**config.mk**
```make
export PLATFORM = sky130hd
export DESIGN_NAME = amf_mul
export DESIGN_NICKNAME = d
export VERILOG_FILES = /design/src/rtl/core/amf_mul.sv
export SDC_FILE = /design/constraint.sdc
export NUM_CORES = 2
export LEC_CHECK = 0
export ABC_AREA = 1
export ABC_CLOCK_PERIOD_IN_PS = 20100
export BUFFER_PORTS_ARGS = -buffer_cell sky130_fd_sc_hd__buf_2
export CAP_MARGIN = 20
export CORE_MARGIN = 1
export CORE_UTILIZATION = 55
export CTS_CLUSTER_DIAMETER = 30
export DETAILED_ROUTE_END_ITERATION = 10
export PLACE_DENSITY = 0.82
export SETUP_SLACK_MARGIN = 0.4
export SLEW_MARGIN = 20
export SYNTH_ARGS = -nofsm -noshare
export SYNTH_HDL_FRONTEND = slang
export SYNTH_SLANG_ARGS = --single-unit
```
**constraint.sdc**
```tcl
create_clock -name aclk -period 20.1 [get_ports aclk]
set_input_delay 2.01 -clock aclk [delete_from_list [all_inputs] [get_ports aclk]]
set_output_delay 2.01 -clock aclk [all_outputs]
set_load 0.005 [all_outputs]
```
**src/rtl/core/amf_mul.sv**
```systemverilog
module amf_mul (
    input  logic               aclk,
    input  logic signed [32:0] op_a,
    input  logic signed [32:0] op_b,
    output logic signed [65:0] product
);

    logic signed [65:0] product_reg;

    always_ff @(posedge aclk) begin
        product_reg <= op_a * op_b;
    end

    assign product = product_reg;

endmodule

```
# Word-level counts from Yosys, hierarchy flattened
# Cells that the tools add are included.
dict set report classes {
  eq_ne 0
  n_mul 1
  n_shift 0
  n_div 0
  mux 0
  reduce_logical 0
  n_addsub 0
  bitwise 0
  order_cmp 0
}
# op count
set ops {}
lappend ops {{33-bit by 33-bit multiplier with 66-bit output} 1}
dict set report totals {
  ram_bits 0
  memories 0
  latchBits 0
  out_inout_bits 66
  elab_cells 2
  romBits 0
  input_bits 67
  regBits 66
}

# Longest topological paths before layout
dict set report logic_depth {
  word_depth 1
  ltp_mapped 34
  depth_no_buf 32
}

# Least setup slack after synthesis
# No wires, ideal clock.
dict set report synth_timing {
  kind {input to register}
  start {input port op_a[32]}
  end {register product_reg[60] (netlist: product[60])}
  setup_slack_ns 11.334
  setup_ns 0.113
  arrival_time_ns 8.653
  required_ns 19.987
  cell_stages 23
  path_buffers 2
  cell_sequence {clkbuf_1 clkbuf_1 nand2_1 inv_1 fa_1 fa_1 fa_1 fa_1 inv_1 fa_1 fa_1 fa_1 fa_1 inv_1 ha_1 nand2_1 nor2_1 inv_1 nor3_1 nand2_1 and2_0 nand4_1 nand2_1}
}
dict set report synth_via {
  elab_chain_len 1
}
# element line_no
set synth_rtl {}
lappend synth_rtl {{start: declaration} 3} ;# input logic signed [32:0] op_a,
lappend synth_rtl {{33-bit by 33-bit multiplier with 66-bit output} 11} ;# product_reg <= op_a * op_b;
lappend synth_rtl {{end signal: assignment} 11}
lappend synth_rtl {{end: declaration} 8} ;# logic signed [65:0] product_reg;
# No other way between the ends.

# Final worst setup path
dict set report layout_timing {
  start {input port op_b[9]}
  end {register product_reg[64] (netlist: product[64])}
}
dict set report layout_via {
  elab_chain_len 1
}
# element line_no
set layout_rtl {}
lappend layout_rtl {{start: declaration} 4} ;# input logic signed [32:0] op_b,
lappend layout_rtl {{33-bit by 33-bit multiplier with 66-bit output} 11}
# No other way between the ends.

==> flow_metrics.py <==
metrics = {
    "min_path": {
        "hold_class": "input pin to flop",
        "min_from": "op_b[0]",
    },
    "sta": {
        "max_clock_freq_ghz": 0.106,
        "rsz0062_at_grt": "no",
        "fin_crit_sh_pct": 46.8,
        "period_needed_ns": 9.40,
        "tightest_slew_ns": 1.05,
        "maxSlewHeadroom_pct": 30.3,
        "finalSetupTns_ns": 0,
        "final-hold-violation-count": 0,
        "setup_viol": 0,
        "drv_slew": 0,
    },
    "run_status": {
        "status": "finished, final reports clean",
    },
    "yosys": {
        "yosysUniqueCellTypes": 35,
        "yosysWarnings": 0,
        "syn_nets": 6972,
        "yosys_most_used_dff": "dfxtp_1",
        "synth_area_um2": 43200,
        "ys_seq_area_share_pct": 3.06,
        "syn_avg_cell_area_um2": 7.79,
        "async_flop_share_pct": 0,
        "netlist_instances": 5543,
        "synth-edff-count": 0,
        "ys_ff_latch": 66,
    },
    "worst_setup_path": {
        "path_class": "input pin to flop",
        "setup.worst_path.end_class": "flop",
        "crit_start": "op_b[9]",
        "critPathRequiredTime_ns": 20.34,
        "cp-start-kind": "input pin",
        "worstPathMaxFanout": 33,
        "arrival_ns": 9.64,
    },
    "clocking": {
        "cts_root_buffer": "clkbuf_16",
        "cts_buffer_depth": 2,
        "post_cts_buffers": 0,
        "h-tree-depth": 3,
        "numCtsBuffers": 9,
        "post_cts_resized": 0,
        "cts_tree": "done",
        "path_clk_slew_ns": 0.07,
        "cts_sinks": 66,
        "cts_hold_buf": 0,
    },
    "die": {
        "die_y_um": 282,
        "start_util_pct": 55.6,
        "rows": 102,
        "die_area_um2": 79600,
        "io_pins": 133,
        "core-area_um2": 77600,
        "die_w_um": 282,
    },
    "drt": {
        "route.detailed.drc": 0,
        "drtIter0Drc": 2640,
        "vias": 33605,
        "first_pass_iters": 5,
        "wirelength_mm": 115,
        "ant_nets": 0,
        "post_drt_via_cell_ratio": 5.19,
        "wl_per_cell_um": 17.7,
    },
    "finish": {
        "mostFrequentLayoutCell": "inv_1",
        "drive_above_1_share_pct": 4.01,
        "finalNetCount": 6860,
        "multi_input_area_um2": 33800,
        "syn_to_final_growth_pct": 3.20,
        "final_cell_mix": "inv_1, nand2_1, fa_1",
        "n_fill_cell": 6848,
        "largest_reg_flops": 66,
        "seqCellArea_um2": 1320,
    },
    "global_route": {
        "grt_pass1_wl_mm": 191,
        "grt_pass1_vias": 37984,
        "overflow": 0,
        "grtUsageTotal_pct": 30.9,
        "grt_max_degree": 35,
        "antenna_found_initial": 9,
    },
    "placed_design": {
        "port_buffers": 132,
        "detailedPlacementHpwl_mm": 95.1,
        "place.gp.congestion": 1.01,
    },
    "flow_run": {
        "maxCapViolCount": 0,
    },
}
stage by stage:
step | instance area [µm²] | std cells | setup slack, ns | utilization, % | hold WS (ns)
2_1_floorplan | 43200 | 5543 | 11.33 | - | 2.27
3_3_place_gp | 44200 | 6460 | 10.41 | 57.0 | 2.39
3_5_place_dp | 44200 | 6460 | 10.41 | 57.0 | 2.39
4_1_cts | 44500 | 6476 | 10.76 | 57.4 | 2.20
5_1_grt | 44600 | 6479 | 10.37 | 57.4 | 2.25
6_report | 44600 | 6481 | 10.70 | 57.4 | 2.23
metal layers:
metal	vias to the layer above	wire [µm]	share of wire, %	track usage, %
met4	10	6540	5.7	16.7
met2	1780	57100	50	53.6
met1	16598	40600	35	36.4
met3	461	10400	9.1	5.38
li1	14756	-	-	-
met5	-	57	0.050	0
synth_stat cells (8+ instances only):
cell type / number / share of area (%)
nand3_2: 8 / 0.19
nand4_1: 19 / 0.28
a21oi_1: 61 / 0.71
xor2_1: 37 / 0.75
fa_1: 1145 / 53
dfxtp_1: 66 / 3.1
nand3_1: 70 / 0.81
o21bai_1: 14 / 0.24
nand2_1: 1517 / 13
nor2_1: 131 / 1.1
nand2_2: 17 / 0.25
o21ai_0: 19 / 0.22
ha_1: 217 / 6.3
clkbuf_1: 262 / 2.3
nor2_2: 20 / 0.29
inv_1: 1894 / 16
kinds of logic (layout without fill, tap and decap cells):
| group | count (synthesis) | in the layout | share of synthesized area, % |
|---|---|---|---|
| XOR/XNOR | 41 | 41 | 0.832 |
| adder cells (fa/ha/maj) | 1362 | 1362 | 59.4 |
| buffers and inverters | 2158 | 2051 | 18.8 |
| other | 0 | 5 | 0 |
| AO/OA/AOI/OAI | 106 | 106 | 1.38 |
| AND/OR/NAND/NOR | 1810 | 1810 | 16.6 |
| flip-flops | 66 | 66 | 3.06 |
path summary, 6_finish.rpt:
path | endpoint | cells past startpoint | slack [ns]
max | product[64]$_DFF_P_ | 23 | 10.70
min | product[0]$_DFF_P_ | 3 | 2.23
critical path, stage by stage:
cell      delay (ns)
buf_2           0.66
nand2_1         0.29
fa_1            0.69
fa_1            0.95
fa_1            0.55
inv_1           0.38
fa_1            0.52
fa_1            0.56
fa_1            0.43
fa_1            0.50
inv_1           0.05
fa_1            0.47
inv_1           0.04
ha_1            0.36
a21oi_1         0.26
a21boi_0        0.32
nand2_1         0.13
nand2_1         0.07
nand2_1         0.04
a21oi_1         0.15
nand2_1         0.07
nand2_1         0.06
nand2_1         0.04
final cells by class:
cell class	instances	area share, %
multi-input combinational	3319	75.8
inverter	1895	16.0
sequential	66	2.97
tap	1040	2.92
timing repair buffer	140	1.62
clock buffer	12	0.576
clock inverter	4	0.166
antenna	5	0.0281
Power is left out: the tool's default activity adds up to more than one toggle a clock period on the data nets, which glitch-free logic cannot reach.
