### src/rtl/core/amf_pkg.sv
package amf_pkg;

    localparam int NUM_STAGES_DEF     = 10;
    localparam int COS_TABLE_SIZE_DEF = 512;
    localparam int COEF_ROWS          = 10;
    localparam int COEF_TAPS          = 5;

    localparam logic [30:0] PHASE_STEP_RESET = 31'h1000_0000;
    localparam logic [30:0] QUARTER_TURN     = 31'h2000_0000;
    localparam logic [63:0] Q62_ONE          = 64'h4000_0000_0000_0000;
    localparam logic [63:0] Q62_HALF_PI      = 64'h6487_ED51_10B4_611A;

    typedef enum logic [3:0] {
        ST_IDLE,
        ST_LO_POS,
        ST_LO_IDX,
        ST_LO_A,
        ST_LO_B,
        ST_LO_SUM,
        ST_MIX_I,
        ST_MIX_Q,
        ST_MIX_END,
        ST_BQ,
        ST_EN_I,
        ST_EN_Q,
        ST_EN_SUM,
        ST_SQRT_GO,
        ST_SQRT_WAIT,
        ST_OUT
    } state_t;

    localparam logic [31:0] COEF_ROM [COEF_ROWS][COEF_TAPS] = '{
        '{32'h0005936a, 32'h0003f815, 32'h0005936a, 32'h7226b94b, 32'hcb873df5},
        '{32'h40000000, 32'hbacbbbfa, 32'h40000000, 32'h6dfdc5c1, 32'hc903ae47},
        '{32'h40000000, 32'ha2d9c8e8, 32'h3fffffff, 32'h6b7021ab, 32'hc4e7e0fa},
        '{32'h40000000, 32'h80001f6b, 32'h40000000, 32'h7d6d2440, 32'hc279b074},
        '{32'h40000000, 32'h9c07aaa8, 32'h40000000, 32'h6a236c85, 32'hc22b4d79},
        '{32'h40000000, 32'h99ed4b45, 32'h3fffffff, 32'h69f450f6, 32'hc098a5bc},
        '{32'h40000000, 32'h8000ddd1, 32'h3fffffff, 32'h7f7792a0, 32'hc081e091},
        '{32'h40000000, 32'h8001a3a8, 32'h40000000, 32'h7fd37b91, 32'hc028b7e5},
        '{32'h40000000, 32'h800219dd, 32'h40000000, 32'h7feea1fb, 32'hc00e535c},
        '{32'h40000000, 32'h80024ada, 32'h40000000, 32'h7ff992bf, 32'hc0039ddb}
    };

    // stages past the table pass their input through
    function automatic logic [31:0] coef(input logic [3:0] row, input logic [2:0] tap);
        logic [31:0] v;
        if (int'(tap) >= COEF_TAPS) begin
            v = 32'd0;
        end else if (int'(row) < COEF_ROWS) begin
            v = COEF_ROM[row][tap];
        end else begin
            v = (tap == 3'd0) ? 32'h4000_0000 : 32'd0;
        end
        return v;
    endfunction

    function automatic logic [63:0] mul62(input logic [63:0] a, input logic [63:0] b);
        logic [127:0] p;
        p = {64'd0, a} * {64'd0, b};
        return p[125:62];
    endfunction

    function automatic logic [63:0] series_div(input logic [63:0] t, input logic odd,
                                               input logic [3:0] k);
        logic [63:0] q;
        case ({odd, k})
            {1'b0, 4'd1}:  q = t / 64'd2;
            {1'b0, 4'd2}:  q = t / 64'd12;
            {1'b0, 4'd3}:  q = t / 64'd30;
            {1'b0, 4'd4}:  q = t / 64'd56;
            {1'b0, 4'd5}:  q = t / 64'd90;
            {1'b0, 4'd6}:  q = t / 64'd132;
            {1'b0, 4'd7}:  q = t / 64'd182;
            {1'b0, 4'd8}:  q = t / 64'd240;
            {1'b0, 4'd9}:  q = t / 64'd306;
            {1'b0, 4'd10}: q = t / 64'd380;
            {1'b0, 4'd11}: q = t / 64'd462;
            {1'b0, 4'd12}: q = t / 64'd552;
            {1'b0, 4'd13}: q = t / 64'd650;
            {1'b1, 4'd1}:  q = t / 64'd6;
            {1'b1, 4'd2}:  q = t / 64'd20;
            {1'b1, 4'd3}:  q = t / 64'd42;
            {1'b1, 4'd4}:  q = t / 64'd72;
            {1'b1, 4'd5}:  q = t / 64'd110;
            {1'b1, 4'd6}:  q = t / 64'd156;
            {1'b1, 4'd7}:  q = t / 64'd210;
            {1'b1, 4'd8}:  q = t / 64'd272;
            {1'b1, 4'd9}:  q = t / 64'd342;
            {1'b1, 4'd10}: q = t / 64'd420;
            {1'b1, 4'd11}: q = t / 64'd506;
            {1'b1, 4'd12}: q = t / 64'd600;
            {1'b1, 4'd13}: q = t / 64'd702;
            default:       q = t;
        endcase
        return q;
    endfunction

    // Taylor series in Q62: sine when odd is set, cosine otherwise
    function automatic logic [63:0] series(input logic [63:0] x, input logic odd);
        logic [63:0] x2;
        logic [63:0] term;
        logic [63:0] sum;
        x2   = mul62(x, x);
        term = odd ? x : Q62_ONE;
        sum  = term;
        for (int k = 1; k <= 13; k++) begin
            term = series_div(mul62(term, x2), odd, 4'(k));
            if (k % 2 == 1) begin
                sum = sum - term;
            end else begin
                sum = sum + term;
            end
        end
        return sum;
    endfunction

    function automatic logic [31:0] wave_value(input logic [63:0] ang, input logic [1:0] quad);
        logic [63:0] s;
        logic [63:0] mag;
        logic [31:0] v;
        s   = series(ang, ~quad[0]);
        mag = (s + 64'h4000_0000) >> 31;
        if (mag > 64'h8000_0000) begin
            mag = 64'h8000_0000;
        end
        if (!quad[1]) begin
            v = (mag > 64'h7FFF_FFFF) ? 32'h7FFF_FFFF : mag[31:0];
        end else begin
            v = 32'd0 - mag[31:0];
        end
        return v;
    endfunction

endpackage

### src/rtl/core/amf_ram.sv
module amf_ram #(
    parameter int WIDTH = 32,
    parameter int DEPTH = 8 * amf_pkg::NUM_STAGES_DEF
) (
    input  logic                                   aclk,
    input  logic                                   we,
    input  logic [(DEPTH > 1 ? $clog2(DEPTH) : 1)-1:0] waddr,
    input  logic [WIDTH-1:0]                       wdata,
    input  logic [(DEPTH > 1 ? $clog2(DEPTH) : 1)-1:0] raddr,
    output logic [WIDTH-1:0]                       rdata
);

    logic [WIDTH-1:0] store_reg [DEPTH];
    logic [WIDTH-1:0] rdata_reg;

    always_ff @(posedge aclk) begin
        if (we) begin
            store_reg[waddr] <= wdata;
        end
        rdata_reg <= store_reg[raddr];
    end

    assign rdata = rdata_reg;

endmodule

### config.mk
export PLATFORM = sky130hd
export DESIGN_NAME = amf_ram
export DESIGN_NICKNAME = d
export VERILOG_FILES = /design/src/rtl/core/amf_pkg.sv /design/src/rtl/core/amf_ram.sv
export SDC_FILE = /design/constraint.sdc
export NUM_CORES = 2
export LEC_CHECK = 0
export ABC_CLOCK_PERIOD_IN_PS = 6610
export BUFFER_PORTS_ARGS = -buffer_cell sky130_fd_sc_hd__buf_2
export CAP_MARGIN = 10
export CORE_MARGIN = 5
export CORE_UTILIZATION = 46
export CTS_CLUSTER_SIZE = 25
export DETAILED_ROUTE_END_ITERATION = 6
export RECOVER_POWER = 25
export REMOVE_ABC_BUFFERS = 1
export SYNTH_ARGS = -nofsm -noshare
export SYNTH_HDL_FRONTEND = slang
export SYNTH_SLANG_ARGS = --single-unit
### constraint.sdc
create_clock -name aclk -period 6.61 [get_ports aclk]
set_input_delay 0.9915 -clock aclk [delete_from_list [all_inputs] [get_ports aclk]]
set_output_delay 0.9915 -clock aclk [all_outputs]
set_load 0.02 [all_outputs]
Yosys cells after proc, flatten, opt, wreduce, memory -nomap -nowiden --
Memories as Yosys holds them, arrays and structs flattened. A register that Yosys moved wholly into a read port is not among the register bits. Index checks and enable logic that the tools add are counted.
Cells by class: mux-type cells 2
Operators with widths (number):
- 1-bit two-way mux | 2
Word-level totals: register bits 0, memory bits (writable) 2560, input port bits 48, output and inout port bits 32, word-level logic and storage cells 3, memories 1
Memory list:
- store_reg | depth 80, width 32, rd ports 1, clocked after memory_dff 1, wr ports 1, line amf_ram.sv:13 | logic [WIDTH-1:0] store_reg [DEPTH];

Depth between registers and ports, before layout --
depth after elaboration 2, mapped depth 11, gate-level depth less buffers 5

Worst setup path before layout --
OpenSTA, ideal clock, no wires.
path type input-to-reg, start point input waddr[5] (netlist bit), end point memory store_reg[49][0] (enable), library setup time 0.461 ns, arrival time 3.696 ns, required time 6.149 ns, slack 2.453 ns, cell stages on the path 3, buffers on the path 0, cell sequence nor2b_1 > nand4_1 > nor3_1
RTL lines:
- start, declared | line amf_ram.sv:7 | input logic [(DEPTH > 1 ? $clog2(DEPTH) : 1)-1:0] waddr,
- end, declared | line amf_ram.sv:13
No word-level cell before the write port.

Final worst setup path --
start point input wdata[26], end point memory store_reg[72][26] (data pin)
RTL lines:
- start, declared | line amf_ram.sv:8 | input logic [WIDTH-1:0] wdata,
No word-level cell before the write port.

==> summary.md <==
| Metric | Value |
|---|---|
| Run status | finished with violations |
| Failing checks | max-capacitance violations, max-slew violations |
| Fill count | ~17,000 |
| Hold Path Class | in2reg |
| Max-cap violations | 29 |
| Clock Skew | approximately 60 ps |
| Fin crit share | about 64% |
| Worst path depth | 2 |
| CTS Buf Count | 287 |
| Post-Syn Area per Cell | 22.8 µm² |
| Die ar. | 0.224 mm² |
| Largest net degree at the start of global routing | 83 |
| CTS Buffer Depth | 4 |
| IO Count | 80 |
| Synth top area cells | edfxtp_1 78%, mux4_2 14%, mux2i_1 1.4% |
| Achievable Freq | 0.236 GHz |
| Crit path largest cell delay | just over 3000 ps |
| Total power | 35.1 mW |
| Slowest-stage cell, CP | clkbuf_1 |
| Buf+Inv Stages, Crit Path | 2 |
| Vias in the first global route | approximately 48,000 |
| Avg WL per Cell | around 35 µm |
| Clock share of power | between 40% and 50% |
| Clk Latency, worst-skew pair | 910 ps |
| Clock tree sinks | 2,592 |
| Initial antenna violation count | 31 |
| Max-slew violations | 2,184 |
| CTS root buf | clkbuf_16 |
| RSZ-0062 raised after global routing | no |
| Relative slew slack | -196% |
| Post-synth ARST share | 0% |
| Final setup fails | 0 |
| Dpl cells | 7,188 |
| Final Hold Vio Count | 0 |
| Largest area contributor in the netlist | edfxtp_1 |
| Initial DRC Count | between 5,000 and 6,000 |
| Crit-path cells | buf_2, clkbuf_1 |
| Logic pwr share | 4.8% |
| Peak VDD IR | 0.296 mV |
| Core box area | approximately 0.21 mm² |
| Tmin final | around 4200 ps |
| Cell depth of the worst hold path | 1 |
| Final TNS setup | 0 ps |
| Layout area overhead | 13.8% |
| Post-CTS Hold Fix Bufs | 0 |
| Via count | 47,665 |
| Post-Syn Area | 0.0986 mm² |
| Switching share of power | between 20% and 30% |
| Pwr per Cell Area | about 310 mW/mm² |
| Final hold slack | 505 ps |
| Cells after Synth | 4,315 |
| P_sw | 7.40 mW |
| Antenna Nets Post-Route | 0 |
| Nets@finish | ~4,700 |
| Final GP Congestion | 0.845 |
| Clock transition at path regs | 60 ps |
| Crit Path Class | in2reg |
| Initial Util | 46.1% |
| Die H | ~470 µm |
| # rows | 170 |
| Sequential fraction of the synthesis area | 78.6% |
| Sequential share of power | 52.0% |
| Slew @ Worst Pin | about 4400 ps |
| Post-route DRC | 0 |
| Delay-heaviest family, CP | buffers and inverters |
| Flop and latch count out of synthesis | 2,592 |
| Die width | 473 µm |
| Footprint of the multi-input gates | approximately 0.02 mm² |
| Fin cells | 7,704 |
| # port buffers | 79 |
| Reg2reg path depth | 5 |
| CP Launch Type | input port |
| Max reg flops | 2,560 |
| Post-synth EDFFs | 2,560 |
| Vias/cell | 6.19 |
| Setup crit end kind | flop |
| CP Max Fanout | 80 |
| DRT Pass-1 Iters | 5 |
| Global-route wire length before repair | 375,000 µm |
| Critical Path RT | 6660 ps |
| HPWL reported at the end of detailed placement | 153,000 µm |
| Int Power | between 20 and 30 mW |
| Critical path arrival | 4290 ps |
| Share of the synthesized area in the top cell type | between 70 and 80% |
| Final core utilization | 52.4% |
| Final WL | 267,000 µm |
| Pleak | between 30 and 40 nW |
| CTS tree | yes |
| CTS resizes | 0 |
| FF/Latch Area | between 0.07 and 0.08 mm² |
| # Post-CTS Setup Buffers | 0 |
| Layout cells sized above 1 | 28.3% |
| CTS H-tree depth | 5 |
| Tot GR Track Use | about a quarter |
| GRT overflow | 0 |
| Netlist cell types | 52 |
| Yosys warning total | 0 |
| Most common flop cell mapped by yosys | edfxtp_1 |
[per-stage QoR]
step,area [µm²],worst slack (ps)
after floorplan,97200,2450
after global placement,103000,1120
after detailed placement,103000,1730
after CTS,112000,2700
after global routing,112000,2260
final,112000,2370
[metal layers]
layer  part of all wire, %  vias to the layer above  global-route usage [%]  wire length (µm)
met5                 0.028                        -                       0                76
met4                   3.7                       12                    8.25             10000
met3                   9.3                      469                    6.45             24900
met2                    47                     2239                    37.0            126000
met1                    40                    25832                    32.9            106000
li1                      -                    19113                       -                 -
[cells by family after synthesis]
kind of cell / synth area share, %
DFF: 78.6
buffers and inverters: 1.38
AOI/OAI and AO/OA: 2.38
and+or+nand+nor: 1.74
muxes: 15.9
[cell type report]
cell class | count | area share (%)
Clock inverter | 106 | 0.866
Sequential cell | 2592 | 69.1
Inverter | 2 | 0.00669
Multi-Input combinational cell | 1488 | 18.2
Clock buffer | 382 | 6.99
Tap cell | 2838 | 3.16
Antenna cell | 27 | 0.0602
Timing Repair Buffer | 269 | 1.68
[cells in the mapped netlist, drive strengths merged (32+ instances only)]
cell	n
nand2	87
mux2i	135
o22ai	76
nor2b	41
nor2	136
dfxtp	32
a211oi	34
mux4	609
buf	164
nor3	38
edfxtp	2560
a22oi	35
clkbuf	69
mux2	52
[layout by cell type (no fill, tap or decap), drive strengths merged, types with 17 or more instances in the layout]
cell | synthesis | layout
a211oi | 34 | 34
a22o | 17 | 17
a22oi | 35 | 35
buf | 164 | 237
bufinv | 0 | 18
clkbuf | 69 | 414
clkinv | 0 | 78
dfxtp | 32 | 32
diode | 0 | 27
edfxtp | 2560 | 2560
mux2 | 52 | 52
mux2i | 135 | 135
mux4 | 609 | 609
nand2 | 87 | 87
nand3 | 26 | 26
nor2 | 136 | 136
nor2b | 41 | 41
nor3 | 38 | 38
o211ai | 22 | 22
o21ai | 28 | 28
o22ai | 76 | 76
o41ai | 22 | 22
[power groups by stage]
stage / combinational [mW] / clock, mW / sequential, mW
5_1_grt: 1.79 / 16.1 / 18.3
4_1_cts: 1.72 / 15.4 / 18.2
2_1_floorplan: 0.633 / 0 / 18.5
3_3_place_gp: 1.69 / 0 / 18.6
3_5_place_dp: 1.72 / 0 / 18.6
6_report: 1.70 / 15.2 / 18.3
[path summary, 6_finish.rpt]
path | startpoint | to | slack, ps
worst max-delay path | wdata[26] | store_reg[72][26]$_DFFE_PP_ | 2370
worst min-delay path | wdata[28] | store_reg[26][28]$_DFFE_PP_ | 510
worst max register to register | store_reg[1][6]$_DFFE_PP_ | rdata[6]$_DFF_P_ | 3840
worst min register to register | store_reg[41][12]$_DFFE_PP_ | rdata[12]$_DFF_P_ | 880
No activity file was read; power rests on OpenSTA's default activity.
