$ cat src/rtl/core/amf_sqrt.sv
module amf_sqrt (
    input  logic        aclk,
    input  logic        aresetn,
    input  logic        start,
    input  logic [61:0] radicand,
    output logic        done,
    output logic [30:0] root
);

    logic [61:0] rem_reg;
    logic [61:0] res_reg;
    logic [61:0] bit_reg;
    logic        busy_reg;
    logic        done_reg;
    logic [61:0] trial;

    assign trial = res_reg + bit_reg;

    always_ff @(posedge aclk) begin
        if (!aresetn) begin
            busy_reg <= 1'b0;
            done_reg <= 1'b0;
        end else begin
            done_reg <= busy_reg && bit_reg[0];
            if (start) begin
                busy_reg <= 1'b1;
            end else if (busy_reg && bit_reg[0]) begin
                busy_reg <= 1'b0;
            end
        end
    end

    // one result bit per cycle
    always_ff @(posedge aclk) begin
        if (start) begin
            rem_reg <= radicand;
            res_reg <= 62'd0;
            bit_reg <= {2'b01, 60'd0};
        end else if (busy_reg) begin
            if (rem_reg >= trial) begin
                rem_reg <= rem_reg - trial;
                res_reg <= (res_reg >> 1) + bit_reg;
            end else begin
                res_reg <= res_reg >> 1;
            end
            bit_reg <= bit_reg >> 2;
        end
    end

    assign done = done_reg;
    assign root = res_reg[30:0];

endmodule

$ cat config.mk
export PLATFORM = sky130hd
export DESIGN_NAME = amf_sqrt
export DESIGN_NICKNAME = d
export VERILOG_FILES = /design/src/rtl/core/amf_sqrt.sv
export SDC_FILE = /design/constraint.sdc
export NUM_CORES = 1
export LEC_CHECK = 0
export BUFFER_PORTS_ARGS = -buffer_cell sky130_fd_sc_hd__buf_4
export CAP_MARGIN = 20
export CELL_PAD_IN_SITES_DETAIL_PLACEMENT = 1
export CELL_PAD_IN_SITES_GLOBAL_PLACEMENT = 2
export CORE_MARGIN = 3
export CORE_UTILIZATION = 40
export DETAILED_ROUTE_END_ITERATION = 12
export GPL_TIMING_DRIVEN = 0
export PLACE_DENSITY_LB_ADDON = 0.1
export SYNTH_ARGS = -nofsm -noshare
export SYNTH_HDL_FRONTEND = slang
export SYNTH_SLANG_ARGS = --single-unit
export TNS_END_PERCENT = 20
$ cat constraint.sdc
create_clock -name aclk -period 25.9 [get_ports aclk]
set_clock_uncertainty 0.2 [all_clocks]
set_input_delay 1.295 -clock aclk [delete_from_list [all_inputs] [get_ports aclk]]
set_output_delay 1.295 -clock aclk [all_outputs]
set_load 0.02 [all_outputs]
Yosys cells after proc, flatten, opt, wreduce, memory -nomap -nowiden
Index checks and enable logic that the tools add are counted.
{"block": "totals", "in_bits": 65, "reg_bits": 157, "rom_bits": 0, "mem_count": 0, "out_inout_bits": 32, "mem_bits_rw": 0, "latch_bits": 0, "elab_cells": 20}
{"block": "classes", "n_eq_ne": 0, "muxes": 6, "addsub": 3, "div": 0, "n_lt_le_gt_ge": 1, "reduce_logical": 5, "mul": 0, "bitwise": 0, "shifts": 0}
{"cell": "2-to-1 mux 62 bit", "n": 4}
{"cell": "adder 61 x 61 -> 62 bit", "n": 1}
{"cell": "adder 62 x 61 -> 62 bit", "n": 1}
{"cell": ">= comparator 62 bit", "n": 1}
{"cell": "subtractor 62 bit", "n": 1}
{"cell": "nonzero test 2 bit", "n": 3}
{"cell": "2-to-1 mux 1 bit", "n": 2}
{"cell": "AND reduction 2 bit", "n": 1}
{"cell": "logical AND 1 bit", "n": 1}

Depth between registers and ports, before layout
Gate-level depths: netlist of the first run.
{"block": "depth", "word_depth": 5, "ltp_mapped": 25, "ltp_nobuf": 23}

Worst setup path before layout of the first run
OpenSTA, ideal clock, no wires.
{"block": "synth_path", "path_type": "reg-to-reg", "from": "reg res_reg[4]", "to": "reg rem_reg[0], enable pin", "synth_period_minus_slack_ns": 9.760, "required_ns": 25.133, "stages_incl_launch_ff": 21, "n_path_buf": 2, "slack_ns": 16.140, "t_arrival_ns": 8.992, "setup_time_ns": 0.567, "cell_sequence": "dfxtp_1 ha_1 a211oi_1 a211oi_1 a21oi_1 o21ai_0 a31oi_1 o31ai_1 a31oi_1 o21bai_1 a21oi_1 xor2_1 ha_1 nand2_1 or3_1 nor3b_1 a211oi_2 o31a_2 buf_6 buf_4 o21ai_0"}
{"block": "synth_via", "elab_chain_len": 4}
{"item": "from (decl)", "line_no": "11", "rtl": "logic [61:0] res_reg;"}
{"item": "from (signal assigned)", "line_no": "42", "rtl": "res_reg <= (res_reg >> 1) + bit_reg;"}
{"item": "from (signal assigned)", "line_no": "44", "rtl": "res_reg <= res_reg >> 1;"}
{"item": "adder 62 x 61 -> 62 bit", "line_no": "17", "rtl": "assign trial = res_reg + bit_reg;"}
{"item": ">= comparator 62 bit", "line_no": "40", "rtl": "if (rem_reg >= trial) begin"}
{"item": "nonzero test 2 bit (no line)"}
{"item": "AND reduction 2 bit (no line)"}
{"item": "to (signal assigned)", "line_no": "36", "rtl": "rem_reg <= radicand;"}
{"item": "to (signal assigned)", "line_no": "41", "rtl": "rem_reg <= rem_reg - trial;"}
{"item": "to (decl)", "line_no": "10", "rtl": "logic [61:0] rem_reg;"}
Every way passes these cells.
A chain may end at the register's enable or synchronous reset.

Final worst setup path of the first run
{"block": "layout_path", "from": "reg res_reg[10]", "to": "reg rem_reg[1], enable pin"}
Same word-level chain as after synthesis.

==> flow_summary.toml, run 1 <==
[logic_synthesis]
synth_edf_count = 62
yosys_warnings = 0
ys_seq_area_share_pct = 25.2
synth.net_count = 2090
synth_register_bits = 157
yosys-top-cells-count = "235 x sky130_fd_sc_hd__nand2_1, 164 x sky130_fd_sc_hd__nor2_1, 141 x sky130_fd_sc_hd__o21ai_0"
syn_std_cell_area_sq_mm = 0.0149
synth_area_leaders = "sky130_fd_sc_hd__dfxtp_1 13%, sky130_fd_sc_hd__edfxtp_1 12%, sky130_fd_sc_hd__ha_1 11%"
async_flop_share_pct = 0
syn_avg_cell_area_sq_um = 7.87
yosysTopAreaCell = "sky130_fd_sc_hd__dfxtp_1"
synth_top_area_share_pct = 12.7
ys_types = 84
synthCells = 1898
most_frequent_cell_after_synthesis = "sky130_fd_sc_hd__nand2_1"
synth_top_flop_cell = "sky130_fd_sc_hd__dfxtp_1"

[grt]
grt_pass1_wl_um = 92000
largest_net_degree_at_the_start_of_global_routing = 28
grt_antenna_before_repair = 0
global_route.overflow_total = 0
grt_pass1_vias = 15408
grt_util_all_layers_pct = 30.1

[hold_path]
worstHoldStart = "res_reg[61]"
worst_hold_path_type = "flip-flop to flip-flop"
timing.hold.worst_endpoint = "res_reg[61]"
worstHoldPathCells = 2

[sta]
setup_viol = 0
grt_setup_unrepaired = "no"
worst_slew_margin_rel_pct = 31.2
hold_viol = 0
hold_slack_ns = 0.360
min_period_ns = 8.19
achievable-frequency_ghz = 0.122
min_period_over_period_pct = 31.6
timing_worst_slew_pin_value_ns = 1.01
finalSetupTns_ns = 0
final_max_slew_viol_count = 0

[clock_tree]
cts_num_sinks = 157
postCtsHoldBufs = 0
numCtsBuffers = 17
worstSkewPairLatency_ns = 0.46
post_cts_resized = 0
clk_path_buf_depth = 2
path_clk_slew_ns = 0.07
cts_tree = "yes"
library_cell_used_as_clock_root_buffer = "sky130_fd_sc_hd__clkbuf_16"
clock_tree.htree_level_count = 4
cts_setup_buffers = 0

[layout]
count_of_inserted_antenna_diode_cells = 0
final_nets = 2206
final_cell_area_sq_mm = 0.0168
drive_gt1_share_pct = 10.5
area.growth.synth_to_final_pct = 12.7

[die]
floorplan.die_area_sq_mm = 0.0397
vert_die_dim_um = 199
initial_cell_density_of_the_core_pct = 40.7
boundaryPins = 97
die_width_um = 199
coreArea_sq_mm = 0.0367
rows = 70

[placement]
io_buffer_count = 95
gp_congestion = 0.941
detailedPlacementHpwl_um = 46900
placedInstanceArea_sq_mm = 0.0163

[setup_path]
critical_path.max_fanout = 27
timing.critical_path.max_delay_family = "compound AO/OA/AOI/OAI gates"
endpoint_kind = "flip-flop"
worstRegToRegCells = 23
crit-reg2reg-capture = "rem_reg[1]"
cp_slowest_stage_delay_ns = 0.76
worstReg2RegStart = "res_reg[10]"
cp_num_buf_inv = 5
critical_path.startpoint_type = "flip-flop"
critical_path.cell_chain = "ha_1, a31oi_1, o21bai_1, a21oi_1, o31a_1, a21boi_0, o31ai_1, o221ai_1, a21oi_1, o21ai_1, xnor2_1, ha_1, nand2_1, nor3_1, nand3_1, o21ai_0, inv_1, o31a_2, buf_6, buf_4, o21ai_4, buf_12, buf_16"
timing.critical_path.required_ns = 25.87
reg2reg_slack_ns = 17.71
crit_type = "flip-flop to flip-flop"
cp.arrival_ns = 8.16
crit_path_top_delay_cell = "sky130_fd_sc_hd__o31ai_1"

[pwr]
p_leak_nw = 6.51
ir_drop_uv = 58.1
p_per_area_mw_per_mm2 = 95.0

[routing]
route.antenna.remaining_nets = 0
post_drt_wl_per_cell_um = 23.9
detailedRoute.firstPassIterationCount = 5
detail_route.wirelength_um = 59600
drt-initial-drc-count = 1056
drcViolationCount = 0
route.detailed.vias_per_inst = 6.17
routed-via-count = 15382

[run_status]
run_status = "finished clean"

[flow_run]
cap_viol_max_count = 0
==> how the worst max path moves through the flow <==
stage / from / to / slack [ns] / cells after the start
3_3_place_gp: res_reg[10] / rem_reg[1] / 11.52 / 21
3_5_place_dp: res_reg[10] / rem_reg[4] / 17.83 / 23
6_report: res_reg[10] / rem_reg[1] / 17.71 / 23
2_1_floorplan: res_reg[4] / rem_reg[0] / 16.14 / 20
4_1_cts: res_reg[10] / rem_reg[1] / 17.82 / 23
5_1_grt: res_reg[4] / rem_reg[1] / 17.09 / 23
==> worst min-delay path: stages (launching register included) <==
cell and delay, ns:
sky130_fd_sc_hd__dfxtp_1 0.37, sky130_fd_sc_hd__nand2_1 0.09, sky130_fd_sc_hd__a21oi_1 0.06
==> through the flow <==
stage | setup slack, ns | instances | power (W) | utilization, %
3_3_place_gp | 11.52 | 2461 | 0.00132 | 44.2
2_1_floorplan | 16.14 | 1898 | 0.00105 | -
3_5_place_dp | 17.83 | 2463 | 0.00134 | 44.4
5_1_grt | 17.09 | 2495 | 0.00172 | 45.9
4_1_cts | 17.82 | 2495 | 0.00159 | 45.9
6_report | 17.71 | 2495 | 0.00160 | 45.9
==> report_power, final <==
group,switching (W),internal [W],leakage (nW),total (W)
clock network,0.000116,0.000130,0.266,0.000246
registers,0.0000449,0.000334,1.40,0.000379
logic,0.000617,0.000356,4.85,0.000974
total,0.000779,0.000820,6.51,0.00160
==> cell usage in the layout, fill, tap and decap left out, types with 30 or more instances in the layout <==
cell type                    n
sky130_fd_sc_hd__nand2_1   235
sky130_fd_sc_hd__buf_4     131
sky130_fd_sc_hd__o21ai_0   140
sky130_fd_sc_hd__dfxtp_1    95
sky130_fd_sc_hd__a21oi_1   113
sky130_fd_sc_hd__mux2i_1    51
sky130_fd_sc_hd__edfxtp_1   62
sky130_fd_sc_hd__nand4_1    43
sky130_fd_sc_hd__clkbuf_1   80
sky130_fd_sc_hd__nor2_1    164
sky130_fd_sc_hd__a31oi_1    62
sky130_fd_sc_hd__xnor2_1    68
sky130_fd_sc_hd__inv_1      40
sky130_fd_sc_hd__nand3_1    43
sky130_fd_sc_hd__nor3_1     30
sky130_fd_sc_hd__a21o_1     43
sky130_fd_sc_hd__a311oi_1   36
sky130_fd_sc_hd__ha_1      126
sky130_fd_sc_hd__xor2_1     60
==> metal layers <==
layer | part of all wire, % | track usage (%)
met1 | 49 | 44.3
met2 | 44 | 46.8
met3 | 5.0 | 4.05
met4 | 1.8 | 6.90
met5 | 0 | 0
==> final cells by class <==
| type | instances | area [sq um] |
|---|---|---|
| clock buffer | 21 | 472 |
| multi-input combinational | 1572 | 10400 |
| timing repair buffer | 97 | 761 |
| buffer | 129 | 646 |
| fill | 4539 | 19900 |
| tap | 468 | 586 |
| sequential | 157 | 3760 |
| inverter | 40 | 150 |
| clock inverter | 11 | 65.1 |
==> logic make-up (layout without fill, tap and decap cells) <==
group / count (synthesis) / count (layout) / synth area share (%)
AO/OA/AOI/OAI: 602 / 602 / 26.8
XOR/XNOR: 128 / 128 / 7.51
adder cells (fa/ha/maj): 127 / 127 / 10.7
buffers and inverters: 169 / 298 / 5.33
flip-flops: 157 / 157 / 25.2
multiplexers: 58 / 58 / 3.95
AND/OR/NAND/NOR: 657 / 657 / 20.6
Note: power is estimated with default switching activity, not from simulation.
==> run 2, diff against run 1 <==
CORE_UTILIZATION = 34   (was 40)
clock period = 7 ns   (was 25.9 ns; I/O delays follow)
==> run 2 against run 1 <==
Flip-flop and latch count unchanged; routed wire length up 4.8%; sequential power rose to 3.7 times the previous value; first-iteration DRC count down 0.38%; fmax up 22%.
==> flow_summary.toml, run 2 (synthesis gave the netlist of run 1 again) <==
[setup_path]
critical_path.startpoint_type = "flip-flop"
crit_path_top_delay_cell = "sky130_fd_sc_hd__or4_1"
cp.arrival_ns = 6.75
timing.critical_path.max_delay_family = "compound AO/OA/AOI/OAI gates"
endpoint_kind = "flip-flop"
critical_path.max_fanout = 8
cp_slowest_stage_delay_ns = 0.50
timing.critical_path.required_ns = 7.05
crit_type = "flip-flop to flip-flop"
critical_path.cell_chain = "ha_1, nand3_1, a211oi_4, a21oi_2, o21ai_1, a31oi_2, o31ai_2, a31oi_1, o21bai_2, xnor2_1, ha_1, buf_2, nand2_2, or4_1, or3_1, or4_1, o32ai_4, nor4b_1, o21ai_2, a41oi_2, nor4_1, nor3_1"
cp_num_buf_inv = 1

[layout]
final_cell_area_sq_mm = 0.0179
count_of_inserted_antenna_diode_cells = 0
final_nets = 2265
drive_gt1_share_pct = 12.4
layout_common_cells = "235 x sky130_fd_sc_hd__nand2_1, 163 x sky130_fd_sc_hd__nor2_1, 138 x sky130_fd_sc_hd__o21ai_0"
layout.cells.most_common = "sky130_fd_sc_hd__nand2_1"
area.growth.synth_to_final_pct = 19.7

[routing]
route.antenna.remaining_nets = 0
post_drt_wl_per_cell_um = 23.4
routed-via-count = 15457
route.detailed.vias_per_inst = 5.79
drcViolationCount = 0
detailedRoute.firstPassIterationCount = 5
drt-initial-drc-count = 1052
detail_route.wirelength_um = 62400

[grt]
global_route.overflow_total = 0
grt_antenna_before_repair = 0
grt_pass1_wl_um = 95400
grt_util_all_layers_pct = 26.7
largest_net_degree_at_the_start_of_global_routing = 28
grt_pass1_vias = 15507

[sta]
min_period_over_period_pct = 95.8
min_period_ns = 6.70
grt_setup_unrepaired = "yes"
final_max_slew_viol_count = 0
timing_worst_slew_pin_value_ns = 1.12
worst_slew_margin_rel_pct = 25.6
hold_viol = 0
setup_viol = 0
achievable-frequency_ghz = 0.149

[clock_tree]
path_clk_slew_ns = 0.07
numCtsBuffers = 17
cts_num_sinks = 157
clk_path_buf_depth = 2
worstSkewPairLatency_ns = 0.50
cts_tree = "yes"
library_cell_used_as_clock_root_buffer = "sky130_fd_sc_hd__clkbuf_16"
clock_tree.htree_level_count = 4

[placement]
placedInstanceArea_sq_mm = 0.0164
gp_congestion = 0.888
detailedPlacementHpwl_um = 49000
io_buffer_count = 95

[die]
vert_die_dim_um = 216
initial_cell_density_of_the_core_pct = 34.5
floorplan.die_area_sq_mm = 0.0465
die_width_um = 216
coreArea_sq_mm = 0.0433
boundaryPins = 97
rows = 76

[pwr]
ir_drop_uv = 150
p_leak_nw = 6.87
finalPower_w = 0.00610
p_per_area_mw_per_mm2 = 341

[hold_path]
worst_hold_path_type = "input port to flip-flop"

[run_status]
run_status = "finished clean"

[flow_run]
cap_viol_max_count = 0
-- run 2: layer usage --
layer | vias up | share of wire (%) | global-route usage (%)
met3 | 65 | 3.7 | 3.32
met5 | - | 0 | 0
met2 | 306 | 44 | 41.3
met1 | 7675 | 50 | 39.0
met4 | 0 | 2.2 | 7.95
li1 | 7411 | - | -
-- run 2: area by class of cell --
type	count	area (sq um)
buffer	125	633
clock buffer	24	513
clock inverter	7	60.1
fill	5281	25400
inverter	40	150
multi-input combinational	1572	10600
sequential	157	3770
tap	585	732
timing repair buffer	160	1380
-- run 2: final timing paths --
kind                            cells past startpoint         start  slack (ns)     endpoint
worst min-delay path                                3  radicand[42]        0.03  rem_reg[42]
worst max-delay path                               22    res_reg[2]        0.30  rem_reg[61]
worst min register to register                      2   res_reg[61]        0.35  res_reg[61]
worst max register to register                     22    res_reg[2]        0.30  rem_reg[61]
-- run 2: report_power, final --
group	total (W)	internal [W]	switching, W
sequential	0.00141	0.00124	0.000169
combinational	0.00372	0.00139	0.00233
clock	0.000972	0.000541	0.000431
-- run 2: metrics by stage --
step	TNS [ns]	utilization (%)	worst slack (ns)	instances	hold slack, ns
floorplan	0	-	0.116	1898	0.272
global placement	-208.12	37.9	-2.95	2578	0.326
detailed placement	-99.47	38.0	-1.28	2580	0.333
CTS	0	41.0	0.0234	2670	0.000623
global route	-0.0271	41.3	-0.0169	2670	0.0213
finish	0	41.3	0.296	2670	0.0320
-- run 2: timing repair --
| action | in CTS | in global routing |
|---|---|---|
| hold buffers | 57 | 0 |
| cloned | 0 | 0 |
| gates resized for setup | 23 | 31 |
| pin swaps | 3 | 4 |
| buffers inserted | 3 | 3 |
| hold endpoints to repair | 58 | 0 |
| setup endpoints to repair | 130 | 91 |
-- run 2: worst reg2reg max path, stage by stage (launching register included) --
cell and delay (ns):
sky130_fd_sc_hd__dfxtp_1 0.38, sky130_fd_sc_hd__ha_1 0.38, sky130_fd_sc_hd__nand3_1 0.15, sky130_fd_sc_hd__a211oi_4 0.41
sky130_fd_sc_hd__a21oi_2 0.19, sky130_fd_sc_hd__o21ai_1 0.27, sky130_fd_sc_hd__a31oi_2 0.19, sky130_fd_sc_hd__o31ai_2 0.31
sky130_fd_sc_hd__a31oi_1 0.18, sky130_fd_sc_hd__o21bai_2 0.24, sky130_fd_sc_hd__xnor2_1 0.14, sky130_fd_sc_hd__ha_1 0.29
sky130_fd_sc_hd__buf_2 0.19, sky130_fd_sc_hd__nand2_2 0.11, sky130_fd_sc_hd__or4_1 0.51, sky130_fd_sc_hd__or3_1 0.43
sky130_fd_sc_hd__or4_1 0.48, sky130_fd_sc_hd__o32ai_4 0.39, sky130_fd_sc_hd__nor4b_1 0.14, sky130_fd_sc_hd__o21ai_2 0.29
sky130_fd_sc_hd__a41oi_2 0.22, sky130_fd_sc_hd__nor4_1 0.29, sky130_fd_sc_hd__nor3_1 0.08
==> run 3, diff against run 2 <==
BUFFER_PORTS_ARGS = -buffer_cell sky130_fd_sc_hd__buf_2   (was -buffer_cell sky130_fd_sc_hd__buf_4)
CORE_ASPECT_RATIO = 1.1   (was unset)
CORE_MARGIN = unset   (was 3)
==> run 3 against run 2 <==
Sequential share of layout area increased by 0.32 points; critical path depth grew 2; largest power group unchanged; die area shrank 3.7%; global-route usage grew 1.5 points; critical endpoint is now rem_reg[20].
==> flow_summary.toml, run 3 (synthesis gave the netlist of run 1 again) <==
[setup_path]
critical_path.startpoint_type = "flip-flop"
cp_num_buf_inv = 6
cp_slowest_stage_delay_ns = 0.43
cp.arrival_ns = 6.78
critical_path.cell_chain = "ha_1, a211oi_1, a211oi_2, buf_4, a21oi_2, o31a_1, a21boi_2, o31ai_4, o21bai_1, a31oi_1, xor2_2, ha_1, nand2_1, or3_1, nor2_1, nand4_1, o21ai_1, inv_1, o31a_4, buf_6, buf_4, o21ai_4, buf_12, buf_12"
crit_path_top_delay_cell = "sky130_fd_sc_hd__dfxtp_1"
timing.critical_path.required_ns = 6.97
timing.critical_path.max_delay_family = "compound AO/OA/AOI/OAI gates"
critical_path.max_fanout = 25
crit_type = "flip-flop to flip-flop"
endpoint_kind = "flip-flop"

[pwr]
finalPower_w = 0.00610
p_per_area_mw_per_mm2 = 346
ir_drop_uv = 212
p_leak_nw = 6.82

[die]
die_width_um = 202
initial_cell_density_of_the_core_pct = 34.5
coreArea_sq_mm = 0.0433
vert_die_dim_um = 222
floorplan.die_area_sq_mm = 0.0448
boundaryPins = 97
rows = 80

[sta]
final_max_slew_viol_count = 0
setup_viol = 0
grt_setup_unrepaired = "yes"
hold_viol = 0
achievable-frequency_ghz = 0.147
min_period_ns = 6.81
finalSetupTns_ns = 0
min_period_over_period_pct = 97.3
timing_worst_slew_pin_value_ns = 1.18
worst_slew_margin_rel_pct = 19.4

[clock_tree]
clock_tree.htree_level_count = 4
path_clk_slew_ns = 0.07
cts_num_sinks = 157
library_cell_used_as_clock_root_buffer = "sky130_fd_sc_hd__clkbuf_16"
worstSkewPairLatency_ns = 0.48
clk_path_buf_depth = 2
cts_tree = "yes"
numCtsBuffers = 17

[layout]
count_of_inserted_antenna_diode_cells = 0
layout.cells.most_common = "sky130_fd_sc_hd__nand2_1"
layout_common_cells = "234 x sky130_fd_sc_hd__nand2_1, 163 x sky130_fd_sc_hd__nor2_1, 138 x sky130_fd_sc_hd__o21ai_0"
register_area_sq_mm = 0.00377
area.growth.synth_to_final_pct = 18.0
multi_input_area_sq_mm = 0.0106
n_fill_cell = 5290
finalCoreUtilization_pct = 40.7
drive_gt1_share_pct = 12.5
final_nets = 2263

[flow_run]
cap_viol_max_count = 0

[grt]
global_route.overflow_total = 0
grt_util_all_layers_pct = 28.2
largest_net_degree_at_the_start_of_global_routing = 26
grt_pass1_wl_um = 96600
grt_pass1_vias = 16045
grt_antenna_before_repair = 1

[routing]
drt-initial-drc-count = 834
post_drt_wl_per_cell_um = 23.7
detailedRoute.firstPassIterationCount = 5
routed-via-count = 15549
drcViolationCount = 0
detail_route.wirelength_um = 62900
route.detailed.vias_per_inst = 5.85
route.antenna.remaining_nets = 0

[placement]
gp_congestion = 0.906
io_buffer_count = 95
detailedPlacementHpwl_um = 49600

[run_status]
run_status = "finished clean"

[hold_path]
worst_hold_path_type = "input port to flip-flop"
## run 3: routing by layer
layer / track usage (%) / part of all wire, % / vias to the layer above
li1: - / - / 7432
met1: 35.6 / 44 / 7699
met2: 49.7 / 49 / 326
met3: 2.87 / 3.2 / 92
met4: 9.90 / 3.2 / 0
met5: 0 / 0 / -
## run 3: what timing repair did
action	CTS	global route
hold endpoints to repair	54	0
setup endpoints to repair	130	99
cloned	0	0
pin swaps	4	2
setup buffers	4	3
resized for setup	22	31
hold buffers	53	0
## run 3: path summary, 6_finish.rpt
path                                     to          from  depth (start not counted)  slack (ns)
worst min-delay path            rem_reg[23]  radicand[23]                          3        0.02
worst min register to register   res_reg[0]    res_reg[0]                          2        0.35
worst max-delay path            rem_reg[20]    bit_reg[4]                         24        0.19
worst max register to register  rem_reg[20]    bit_reg[4]                         24        0.19
## run 3: area by class of cell
type	instances	area share, %
well taps	574	4.08
multi-input cells	1572	60.3
clock buffers	20	2.71
inverters	40	0.852
clock inverters	12	0.618
plain buffers	124	3.59
flip-flops and latches	157	21.4
repair buffers	159	6.46
## run 3: power breakdown
| part | internal [W] | switching, W | leakage (nW) |
|---|---|---|---|
| sequential | 0.00124 | 0.000168 | 1.40 |
| clock | 0.000531 | 0.000447 | 0.292 |
| combinational | 0.00138 | 0.00234 | 5.13 |
| total | 0.00315 | 0.00296 | 6.82 |
## run 3: metrics by stage
stage	cells	hold slack, ns	worst slack, ns	cell area [sq um]
finish	2658	0.0201	0.189	17600
global route	2658	0.0120	-0.0359	17600
CTS	2656	0.00662	-0.00240	17400
detailed placement	2569	0.342	-1.56	16200
global placement	2567	0.322	-3.54	16100
floorplan	1898	0.272	0.116	14900
## run 3: worst min-delay path, delay by kind of cell
family / cells / cell delay, ns
buffers and inverters: 1 / 0.10
AO/OA/AOI/OAI: 1 / 0.08
AND/OR/NAND/NOR: 1 / 0.06
